`src/rtl/mswd_pkg.sv`:
```
`timescale 1ns / 1ps

package mswd_pkg;

  // Table geometry.
  localparam int SLOTS  = 64;
  localparam int SLOT_W = $clog2(SLOTS);
  localparam int CNT_W  = $clog2(SLOTS + 1);

  // Field widths of the item channels.
  localparam int TAG_W      = 64;
  localparam int SLOT_NUM_W = 7;
  localparam int TIME_W     = 32;
  localparam int RSLOT_W    = 8;
  localparam int ECOUNT_W   = 9;

  // Configuration port.
  localparam int PADDR_W = 4;
  localparam int PDATA_W = 32;

  typedef enum logic [1:0] {
    CMD_REGISTER    = 2'd0,
    CMD_SET_TIMEOUT = 2'd1,
    CMD_FEED        = 2'd2,
    CMD_CHECK       = 2'd3
  } cmd_e;

  typedef enum logic [1:0] {
    ST_OK        = 2'd0,
    ST_FULL      = 2'd1,
    ST_RANGE     = 2'd2,
    ST_UNREG     = 2'd3
  } status_e;

  typedef enum logic [1:0] {
    REG_ENABLED     = 2'd0,
    REG_MIN_TIMEOUT = 2'd1,
    REG_DEF_TIMEOUT = 2'd2
  } reg_idx_e;

  typedef enum logic [2:0] {
    S_IDLE,
    S_DISPATCH,
    S_SCAN,
    S_DRAIN,
    S_FINISH
  } state_e;

  typedef struct packed {
    logic              enabled;
    logic [TIME_W-1:0] minimum_timeout;
    logic [TIME_W-1:0] default_timeout;
  } cfg_t;

  // Controller to datapath.
  typedef struct packed {
    logic load;
    logic scan_read;
    logic commit;
  } dp_cmd_t;

  // Datapath to controller.
  typedef struct packed {
    logic needs_scan;
    logic last_addr;
    logic out_free;
  } dp_stat_t;

endpackage

```
`src/rtl/mswd_ctrl.sv`:
```
`timescale 1ns / 1ps

module mswd_ctrl import mswd_pkg::*; (
  input  logic     clk,
  input  logic     rst_n,
  input  logic     in_valid,
  output logic     in_ready,
  input  dp_stat_t stat,
  output dp_cmd_t  cmd
);

  state_e state_r, state_nxt;

  always_ff @(posedge clk) begin
    if (!rst_n) begin
      state_r <= S_IDLE;
    end else begin
      state_r <= state_nxt;
    end
  end

  always_comb begin
    state_nxt = state_r;
    unique case (state_r)
      S_IDLE:     if (in_valid) state_nxt = S_DISPATCH;
      S_DISPATCH: state_nxt = stat.needs_scan ? S_SCAN : S_FINISH;
      S_SCAN:     if (stat.last_addr) state_nxt = S_DRAIN;
      S_DRAIN:    state_nxt = S_FINISH;
      S_FINISH:   if (stat.out_free) state_nxt = S_IDLE;
      default:    state_nxt = S_IDLE;
    endcase
  end

  always_comb begin
    in_ready      = 1'b0;
    cmd.load      = 1'b0;
    cmd.scan_read = 1'b0;
    cmd.commit    = 1'b0;
    unique case (state_r)
      S_IDLE: begin
        in_ready = 1'b1;
        cmd.load = in_valid;
      end
      S_SCAN:   cmd.scan_read = 1'b1;
      S_FINISH: cmd.commit = stat.out_free;
      default: ;
    endcase
  end

endmodule

```
`config.mk`:
```
export PLATFORM = sky130hd
export DESIGN_NAME = mswd_ctrl
export DESIGN_NICKNAME = d
export VERILOG_FILES = /design/src/rtl/mswd_pkg.sv /design/src/rtl/mswd_ctrl.sv
export SDC_FILE = /design/constraint.sdc
export NUM_CORES = 1
export LEC_CHECK = 0
export BUFFER_PORTS_ARGS = -buffer_cell sky130_fd_sc_hd__buf_2
export CAP_MARGIN = 15
export CELL_PAD_IN_SITES_DETAIL_PLACEMENT = 1
export CELL_PAD_IN_SITES_GLOBAL_PLACEMENT = 1
export CORE_AREA = 2 2 39 41
export DETAILED_ROUTE_END_ITERATION = 12
export DIE_AREA = 0 0 41 43
export GPL_ROUTABILITY_DRIVEN = 1
export PLACE_DENSITY_LB_ADDON = 0.1
export SETUP_SLACK_MARGIN = 0.05
export SYNTH_ARGS = -nofsm -noshare
export SYNTH_HDL_FRONTEND = slang
export SYNTH_SLANG_ARGS = --single-unit
```
`constraint.sdc`:
```
create_clock -name clk -period 2.54 [get_ports clk]
set_clock_uncertainty 0.1 [all_clocks]
set_input_delay 0 -clock clk [delete_from_list [all_inputs] [get_ports clk]]
set_output_delay 0 -clock clk [all_outputs]
set_load 0.01 [all_outputs]
```
# Word-level counts from Yosys, hierarchy flattened
# Index checks and enable logic that the tools add are counted.
# word_totals
reg_bits,3
in_bits,6
output_inout_bits,4
wordCells,19
# classes
n_eq_ne,7
muxes,9
n_reduce_logical,2
# ops
operator,count
3-bit one-hot mux with 5 select lines,1
3-bit two-way mux,4
3-bit by 2-bit == test with 1-bit output (second input constant),2
2-bit != test (second input constant),3
1-bit two-way mux,4
3-bit by 1-bit == test with 1-bit output (second input constant),1
3-bit == test (second input constant),1
3-bit zero test,1
3-bit AND reduction,1

# Longest topological paths before layout
# depth
ltp_word,3
ltp_mapped,3
ltp_nobuf,3

# Least setup slack after synthesis
# Ideal clock, no wire load.
# synth_path
path_type,flip-flop to output port
startpoint,register state_r[2]
endpoint,output port cmd[2] (netlist bit)
arrival_time_ns,0.922
required_ns,2.440
setup_slack_ns,1.518
stages_incl_launch_ff,3
path_buffers,0
cell_sequence,dfxtp_1 -> nor3_1 -> and2_1
# synth_lines
item,line,text
"start, declared",mswd_ctrl.sv:12,"state_e state_r, state_nxt;"
"start signal, assigned",mswd_ctrl.sv:18,state_r <= state_nxt;
"end, declared",mswd_ctrl.sv:9,output dp_cmd_t cmd

==> reports/results.txt <==
Core area - 1380 um^2
Crit-path max FO - 7
Gr ovfl total - 0
GRT Total Usage - 6.72%
Worst-margin pin slew - 0.265 ns
Full die area - 1760 um^2
Critical path arrival - 1.10 ns
Vias per cell - 3.73
Largest register FFs - 3
Gate Count Post-Synth - 15
P per Cell Area - 613 nW/um^2
Die H - 43 um
Average size of a mapped cell - 10.8 um^2
Max Slew Vio Count - 0
Multi-input gate area - 101 um^2
Final ANT Viol Nets - 0
Site Rows - 14
Pre-CTS setup slack - 1.52 ns
Hold Vio Cnt, Final - 0
Static leakage - 0.107 nW
WP buf/inv - 1
Dpl cell area - 226 um^2
CTS tree - built
Delay-heaviest family, CP - simple AND/OR/NAND/NOR gates
Vias in the first global route - 168
Num CTS Buffers - 3
Ys Warns - 0
Number of port buffers - 9
Reg clk slew, reported paths - 0.04 ns
First-pass GRT wire length - 745 um
Share of layout cells above drive strength 1 - 44.8%
Initial antenna violation count - 0
CP Capture Type - output pin
Register area - 60.1 um^2
Placed cells - 40
Final period utilization - 47.3%
Max Cap Viol - 0
Fin Setup TNS - 0 ns
Seq/Total Area, Yosys - 37.2%
WL/cell - 9.38 um
Post-synth cell types - 10
Slew HR - 82.3%
Final Net Count - 36
WP data required - 2.44 ns
Top FF cell, synth - dfxtp_1
DRC viols - 0
#FFs+latches synth - 3
Starting density of the core - 11.7%
EDFF count, synth - 0
Mapped Area - 161 um^2
RSZ-0062 raised after global routing - no
Clock Path Buffers - 2
Post-layout min period - 1.20 ns
H-tree depth - 1
# diodes - 0
Finish-stage setup viols - 0
Worst vdd ir - 373 uV
Fill count - 165
Largest Register - state_r
FFs w/ async S/R, synth - 0%
Setup CP Type - flop to output pin
Detailed-router iteration count before antenna repair - 2
Area fraction of the dominant cell type after synthesis - 37.2%
CTS hold repair buffers - 1
CTS Sinks - 3
Worst-path cell chain - nor3_1 -> and2_1 -> buf_2
Setup crit start kind - flop
Number of I/O pins - 10
Largest net degree at the start of global routing - 8
GPL Wtd Cong - 0.567
Vias - 168
Detailed Route Iter0 Violations - 2
Top Registers - state_r x3
Total wire length - 422 um
Post-Layout Cell Count - 45
Max Freq - 0.832 GHz
CP max stage delay - 0.37 ns
Finished Cell Area - 263 um^2
Worst skew pair latency - 0.23 ns
Cts repair resizes - 0
Syn Nets - 21
Area contributors post-synth - dfxtp_1 37%, nor3b_1 14%, mux2i_1 12%, nor4b_2 9.3%, nor4bb_1 6.2%
Dpl hpwl - 346 um
Worst setup margin - 1.34 ns
Worst min-delay path category - primary input to flop
Top cell type by total area after synthesis - dfxtp_1
Post-CTS Setup Bufs - 0
Die Wd - 41 um
Final core occ - 19.0%
Outcome - finished, final reports clean
CP max-delay cell - dfxtp_1
Area grow syn2layout - 62.8%
Most frequent cells after synthesis - 3 x dfxtp_1, 3 x nor3b_1, 2 x mux2i_1
Root Buffer - clkbuf_4
[power breakdown]
| part | switching, W | internal [W] |
|---|---|---|
| clock network | 0.0000223 | 0.0000587 |
| registers | 0.00000561 | 0.0000503 |
| logic | 0.00000986 | 0.0000144 |
[per-layer routing]
metal	routed length (um)	global-route usage, %	share of wire, %
met4	0	2.00	0
met5	0	0	0
met1	189	8.01	45
met3	37	6.28	8.8
met2	194	8.44	46
[cells in the final DEF, fill, tap and decap left out]
cell / n
nor3b_1: 3
nor3_1: 1
dlygate4sd3_1: 1
clkbuf_4: 3
clkbuf_1: 1
nor2b_1: 1
buf_2: 9
nor4b_1: 1
nor4bb_1: 1
dfxtp_1: 3
and2_1: 1
nor4b_2: 1
o21a_1: 1
mux2i_1: 2
[path summary, 6_finish.rpt]
path	start	to	slack, ns	depth (start not counted)
worst max register to register	state_r[1]	state_r[2]	1.52	3
worst min-delay path	stat[0]	state_r[2]	0.009	3
worst min register to register	state_r[2]	state_r[0]	0.48	1
worst max-delay path	state_r[2]	cmd[2]	1.34	3
[metrics by stage]
stage	power, W	hold WS (ns)
after global routing	0.000179	0.0121
after detailed placement	0.0000806	0.155
after floorplan	0.0000686	0.0178
final	0.000161	0.00891
after global placement	0.0000802	0.157
after CTS	0.000166	0.0112
[final cells by class]
class,instances,area share [%]
multi-input combinational,12,38.6
sequential,3,22.9
timing repair buffer,10,21.0
clock buffer,4,10.0
tap,16,7.62
[worst min-delay path, cell delays in order]
cell	delay (ns)
buf_2	0.09
nor4b_1	0.04
o21a_1	0.16
[logic make-up after synthesis]
family / share of synthesized area, %
and+or+nand+nor: 45.7
muxes: 12.4
DFF: 37.2
AOI/OAI and AO/OA: 4.65
(Power assumes the default switching activity.)
