===== config.mk =====
export PLATFORM = sky130hd
export DESIGN_NAME = mswd_regs
export DESIGN_NICKNAME = d
export VERILOG_FILES = /design/src/rtl/mswd_pkg.sv /design/src/rtl/mswd_regs.sv
export SDC_FILE = /design/constraint.sdc
export NUM_CORES = 1
export LEC_CHECK = 0
export ABC_AREA = 1
export BUFFER_PORTS_ARGS = -buffer_cell sky130_fd_sc_hd__buf_2
export CORE_ASPECT_RATIO = 0.8
export CORE_UTILIZATION = 36
export CTS_BUF_LIST = sky130_fd_sc_hd__clkbuf_4 sky130_fd_sc_hd__clkbuf_8
export CTS_CLUSTER_DIAMETER = 120
export DETAILED_ROUTE_END_ITERATION = 10
export PLACE_DENSITY = 0.68
export SLEW_MARGIN = 20
export SYNTH_ARGS = -nofsm -noshare
export SYNTH_HDL_FRONTEND = slang
export SYNTH_SLANG_ARGS = --single-unit

===== constraint.sdc =====
create_clock -name clk -period 1 [get_ports clk]
set_input_delay 0.1 -clock clk [delete_from_list [all_inputs] [get_ports clk]]
set_output_delay 0.1 -clock clk [all_outputs]
set_load 0.05 [all_outputs]

===== src/rtl/mswd_pkg.sv =====
`timescale 1ns / 1ps

package mswd_pkg;

  // Table geometry.
  localparam int SLOTS  = 64;
  localparam int SLOT_W = $clog2(SLOTS);
  localparam int CNT_W  = $clog2(SLOTS + 1);

  // Field widths of the item channels.
  localparam int TAG_W      = 64;
  localparam int SLOT_NUM_W = 7;
  localparam int TIME_W     = 32;
  localparam int RSLOT_W    = 8;
  localparam int ECOUNT_W   = 9;

  // Configuration port.
  localparam int PADDR_W = 4;
  localparam int PDATA_W = 32;

  typedef enum logic [1:0] {
    CMD_REGISTER    = 2'd0,
    CMD_SET_TIMEOUT = 2'd1,
    CMD_FEED        = 2'd2,
    CMD_CHECK       = 2'd3
  } cmd_e;

  typedef enum logic [1:0] {
    ST_OK        = 2'd0,
    ST_FULL      = 2'd1,
    ST_RANGE     = 2'd2,
    ST_UNREG     = 2'd3
  } status_e;

  typedef enum logic [1:0] {
    REG_ENABLED     = 2'd0,
    REG_MIN_TIMEOUT = 2'd1,
    REG_DEF_TIMEOUT = 2'd2
  } reg_idx_e;

  typedef enum logic [2:0] {
    S_IDLE,
    S_DISPATCH,
    S_SCAN,
    S_DRAIN,
    S_FINISH
  } state_e;

  typedef struct packed {
    logic              enabled;
    logic [TIME_W-1:0] minimum_timeout;
    logic [TIME_W-1:0] default_timeout;
  } cfg_t;

  // Controller to datapath.
  typedef struct packed {
    logic load;
    logic scan_read;
    logic commit;
  } dp_cmd_t;

  // Datapath to controller.
  typedef struct packed {
    logic needs_scan;
    logic last_addr;
    logic out_free;
  } dp_stat_t;

endpackage


===== src/rtl/mswd_regs.sv =====
`timescale 1ns / 1ps

module mswd_regs import mswd_pkg::*; (
  input  logic               clk,
  input  logic               rst_n,
  input  logic               psel,
  input  logic               penable,
  input  logic               pwrite,
  input  logic [PADDR_W-1:0] paddr,
  input  logic [PDATA_W-1:0] pwdata,
  output logic [PDATA_W-1:0] prdata,
  output cfg_t               cfg
);

  logic              enabled_r;
  logic [TIME_W-1:0] min_r;
  logic [TIME_W-1:0] def_r;
  reg_idx_e          idx;
  logic              wr_en;

  assign idx   = reg_idx_e'(paddr[PADDR_W-1:2]);
  assign wr_en = psel && penable && pwrite;

  always_ff @(posedge clk) begin
    if (!rst_n) begin
      enabled_r <= 1'b1;
      min_r     <= TIME_W'(1);
      def_r     <= TIME_W'(60);
    end else if (wr_en) begin
      unique case (idx)
        REG_ENABLED:     enabled_r <= pwdata[0];
        REG_MIN_TIMEOUT: min_r     <= pwdata[TIME_W-1:0];
        REG_DEF_TIMEOUT: def_r     <= pwdata[TIME_W-1:0];
        default: ;
      endcase
    end
  end

  always_comb begin
    unique case (idx)
      REG_ENABLED:     prdata = PDATA_W'(enabled_r);
      REG_MIN_TIMEOUT: prdata = PDATA_W'(min_r);
      REG_DEF_TIMEOUT: prdata = PDATA_W'(def_r);
      default:         prdata = '0;
    endcase
  end

  assign cfg = '{enabled: enabled_r, minimum_timeout: min_r, default_timeout: def_r};

endmodule


**Word-level counts from Yosys, hierarchy flattened**

Cells that the tools add are included.

- Register bits: 65
- Output and inout bits: 97
- Word-level logic and storage cells: 12

- Eq/ne operators: 2
- Multiplexer cells: 1
- Reduce and logical (&&, ||, !) cells: 6

Operator list:

| kind | count |
|---|---|
| 32-bit one-hot mux with 3 select lines | 1 |
| 2-bit AND reduction | 3 |
| 2-bit by 1-bit == test with 1-bit output, second input constant | 1 |
| 2-bit == test, second input constant | 1 |
| 1-bit logical AND | 2 |
| 2-bit zero test | 1 |

**Longest topological paths before layout**

- Depth in word-level cells: 3
- Gate-level depth with buffers: 6
- Gate-level depth less buffers: 5

**Least setup slack after synthesis**

No wires, ideal clock.

- Path kind: flip-flop to output port
- From: register def_r[0]
- To: output port prdata[0]
- Data arrival time: 1.139 ns
- Data required time: 0.900 ns
- Setup slack: -0.239 ns
- Stages on the path, launching flop included: 3
- Cells stage by stage: dfxtp_1 > nand2_1 > nand3_1

- Longest elaborated chain between the ends: 1

RTL lines:

| element | line | RTL |
|---|---|---|
| start: declaration | mswd_regs.sv:17 | `logic [TIME_W-1:0] def_r;` |
| start signal: assignment | mswd_regs.sv:33 | `REG_DEF_TIMEOUT: def_r <= pwdata[TIME_W-1:0];` |
| 32-bit one-hot mux with 3 select lines | mswd_regs.sv:40 | `unique case (idx)` |
| end: declaration | mswd_regs.sv:11 | `output logic [PDATA_W-1:0] prdata,` |

No other way between the ends.

**Final worst setup path**

- From: register def_r[4]
- To: output port prdata[4]

The elaborated chain is that of the path after synthesis.

==> run summary <==
Mapped Cells = 495
leading area contributor after synthesis = dfxtp_1
DIE WIDTH = 106 um
Placed Area = 4180 um^2
clock share of power = 0.395
CP max stage delay = 360 ps
worst path arrival time = 1000 ps
crit share post-route = 1.10
core area = 8450 um^2
Seq pwr share = 0.416
type of the worst setup path = flop to output pin
PortBufs = 135
vias per cell = 4.65
failing checks = setup timing
grt total ovfl = 0
pin slew with the least headroom to its limit = 287 ps
Fin. Hold Viols = 0
Pint = 4.64 mW
Hold Slack = 32.0 ps
number of global-route vias before repair = 3,291
GPL Wtd Cong = 0.728
CTS root buf = clkbuf_8
status = finished, violations left
maximum root-to-sink buffer count = 2
area share of the leading cell type in the synthesized netlist = 0.416
logic gate share of total power = 0.189
DR pass1 iterations = 4
final instance area = 5440 um^2
antenna-violating nets left = 0
diode count = 0
crit path launch type = flop
syn_area_per_cell = 6.31 um^2
P&R area growth vs syn = 74.1%
sequential-to-total area share from yosys stat = 0.416
CP max FO = 3
maximum vdd drop = 0.000633 V
H-tree depth = 3
Placed Cells = 736
GRT Total Usage = 0.208
site row count = 30
Sw Share = 0.280
relative slew slack = 0.809
Post-Syn Nets = 536
largest net degree at the start of global routing = 66
initial antenna violation count = 0
Routed WL = 10,200 um
Clock Skews = 0 ps
crit end category = output pin
RSZ-0062 raised after global routing = yes
Leak = 2.62 nW
Slowest cell on crit path = dfxtp_2
Psw = 1.81 mW
maximum clock rate = 0.913 GHz
drt initial violations = 126
post-synthesis cell area = 3120 um^2
flops & latches, synth = 65
DRC Markers = 0
initial core utilization = 0.370
worst skew pair latency = 340 ps
die area = 9060 um^2
post-DR wirelength/cell = 13.2 um
TritonCTS clock tree = yes
Hold Path Class = input port to flop
CP cell instances = nand2_2, nand2_2, buf_8
Layout Cells excl Fill = 769
final HPWL from detailed placement = 6080 um
total power = 6.44 mW
final setup fails = 38
first-pass GRT wire length = 15,100 um
Crit path top cell by count = nand2_2
ranking of synthesized cells by area = dfxtp_1, nand2_1, nor2_1, nand3_1, inv_1
vias = 3,577
Final nets = 693
synth unique cells = 14
post-route setup TNS = -2800 ps
layout cells sized above 1 = 0.508
min setup slack post-route = -95.5 ps
Max Cap Viol = 0
Power Dens Cells = 1180 nW/um^2
Slew Limit Fails = 0
I/O pin count = 138
clock slew at reported path FFs = 70 ps
Die Ht = 85.3 um
Filler Cells Inserted = 725
CTS sink cnt = 65
min cycle time layout = 1100 ps
Inserted Clock Buffers = 9
Synth warnings = 0
WP data required = 900 ps
per-stage QoR:
stage	util	setup slack [ps]
2_1_floorplan	-	84.9
3_3_place_gp	0.495	-125
3_5_place_dp	0.495	-157
4_1_cts	0.595	-97.8
5_1_grt	0.644	-150
6_report	0.644	-95.5
cells by family (layout without fill, tap and decap cells):
| kind of cell | Yosys count | after routing | synth area share |
|---|---|---|---|
| compound gates | 1 | 1 | 0.00160 |
| simple gates | 362 | 362 | 0.472 |
| buf+inv | 67 | 229 | 0.110 |
| flops | 65 | 65 | 0.417 |
routing by layer:
layer / vias up / routed length (um) / global-route usage
met5: - / 0 / 0
met4: 0 / 85 / 0.0581
met3: 9 / 588 / 0.0530
met2: 112 / 5260 / 0.380
met1: 1645 / 4220 / 0.241
li1: 1811 / - / -
timing repair:
action                                  4_1_cts  5_1_grt
pin swaps                                    24       25
hold buffers                                  4        0
endpoints found under the setup margin       97       86
resized for setup                           187       88
gates cloned                                  0        3
setup buffers                                 2        8
hold endpoints to repair                      4        0
state kept, by name (all words and copies together), names as in the netlist:
register   flops
min_r         32
enabled_r      1
def_r         32
critical path: cells and delay by family, from the launching register on:
family	cells	cell delay, ps
AND/OR/NAND/NOR	2	150
buffers and inverters	1	140
flip-flops	1	360
cells in the final DEF, fill, tap and decap left out, drive strengths merged:
cell type	instances
dfxtp	65
clkinvlp	1
buf	171
bufinv	2
clkbuf	14
inv	35
dlygate4sd3	4
nand2	170
clkinv	2
nor2	124
nand3	68
o21ai	1
final timing paths:
check | from | to | slack [ps] | cells after the start
setup / recovery | def_r[4] | prdata[4] | -100 | 3
hold reg to reg | def_r[3] | def_r[3] | 470 | 2
hold / removal | pwdata[0] | min_r[0] | 30 | 3
setup reg to reg | min_r[15] | min_r[15] | 290 | 3
Yosys cell counts:
library cell    n
nand2_1       169
nor2_1        119
nand3_1        68
dfxtp_1        65
inv_1          33
buf_2          17
buf_4           7
buf_6           6
nor2_4          3
clkbuf_1        2
inv_2           2
nor2_2          2
nand2_2         1
o21ai_0         1
layout make-up:
cell class,count,area [um^2],area share
Inverter,35,131,0.0242
Timing Repair Buffer,178,1850,0.340
Clock inverter,5,77.6,0.0143
Clock buffer,11,151,0.0278
Sequential cell,65,1420,0.262
Multi-Input combinational cell,363,1660,0.306
Tap cell,112,140,0.0258
power by group through the flow:
stage	clock [mW]	sequential [mW]	combinational, mW
2_1_floorplan	0	2.95	0.483
4_1_cts	2.59	2.71	1.10
5_1_grt	2.68	2.69	1.30
3_5_place_dp	0	2.76	0.970
3_3_place_gp	0	2.76	0.961
6_report	2.54	2.68	1.22
Power figures use the tool's default switching activity.
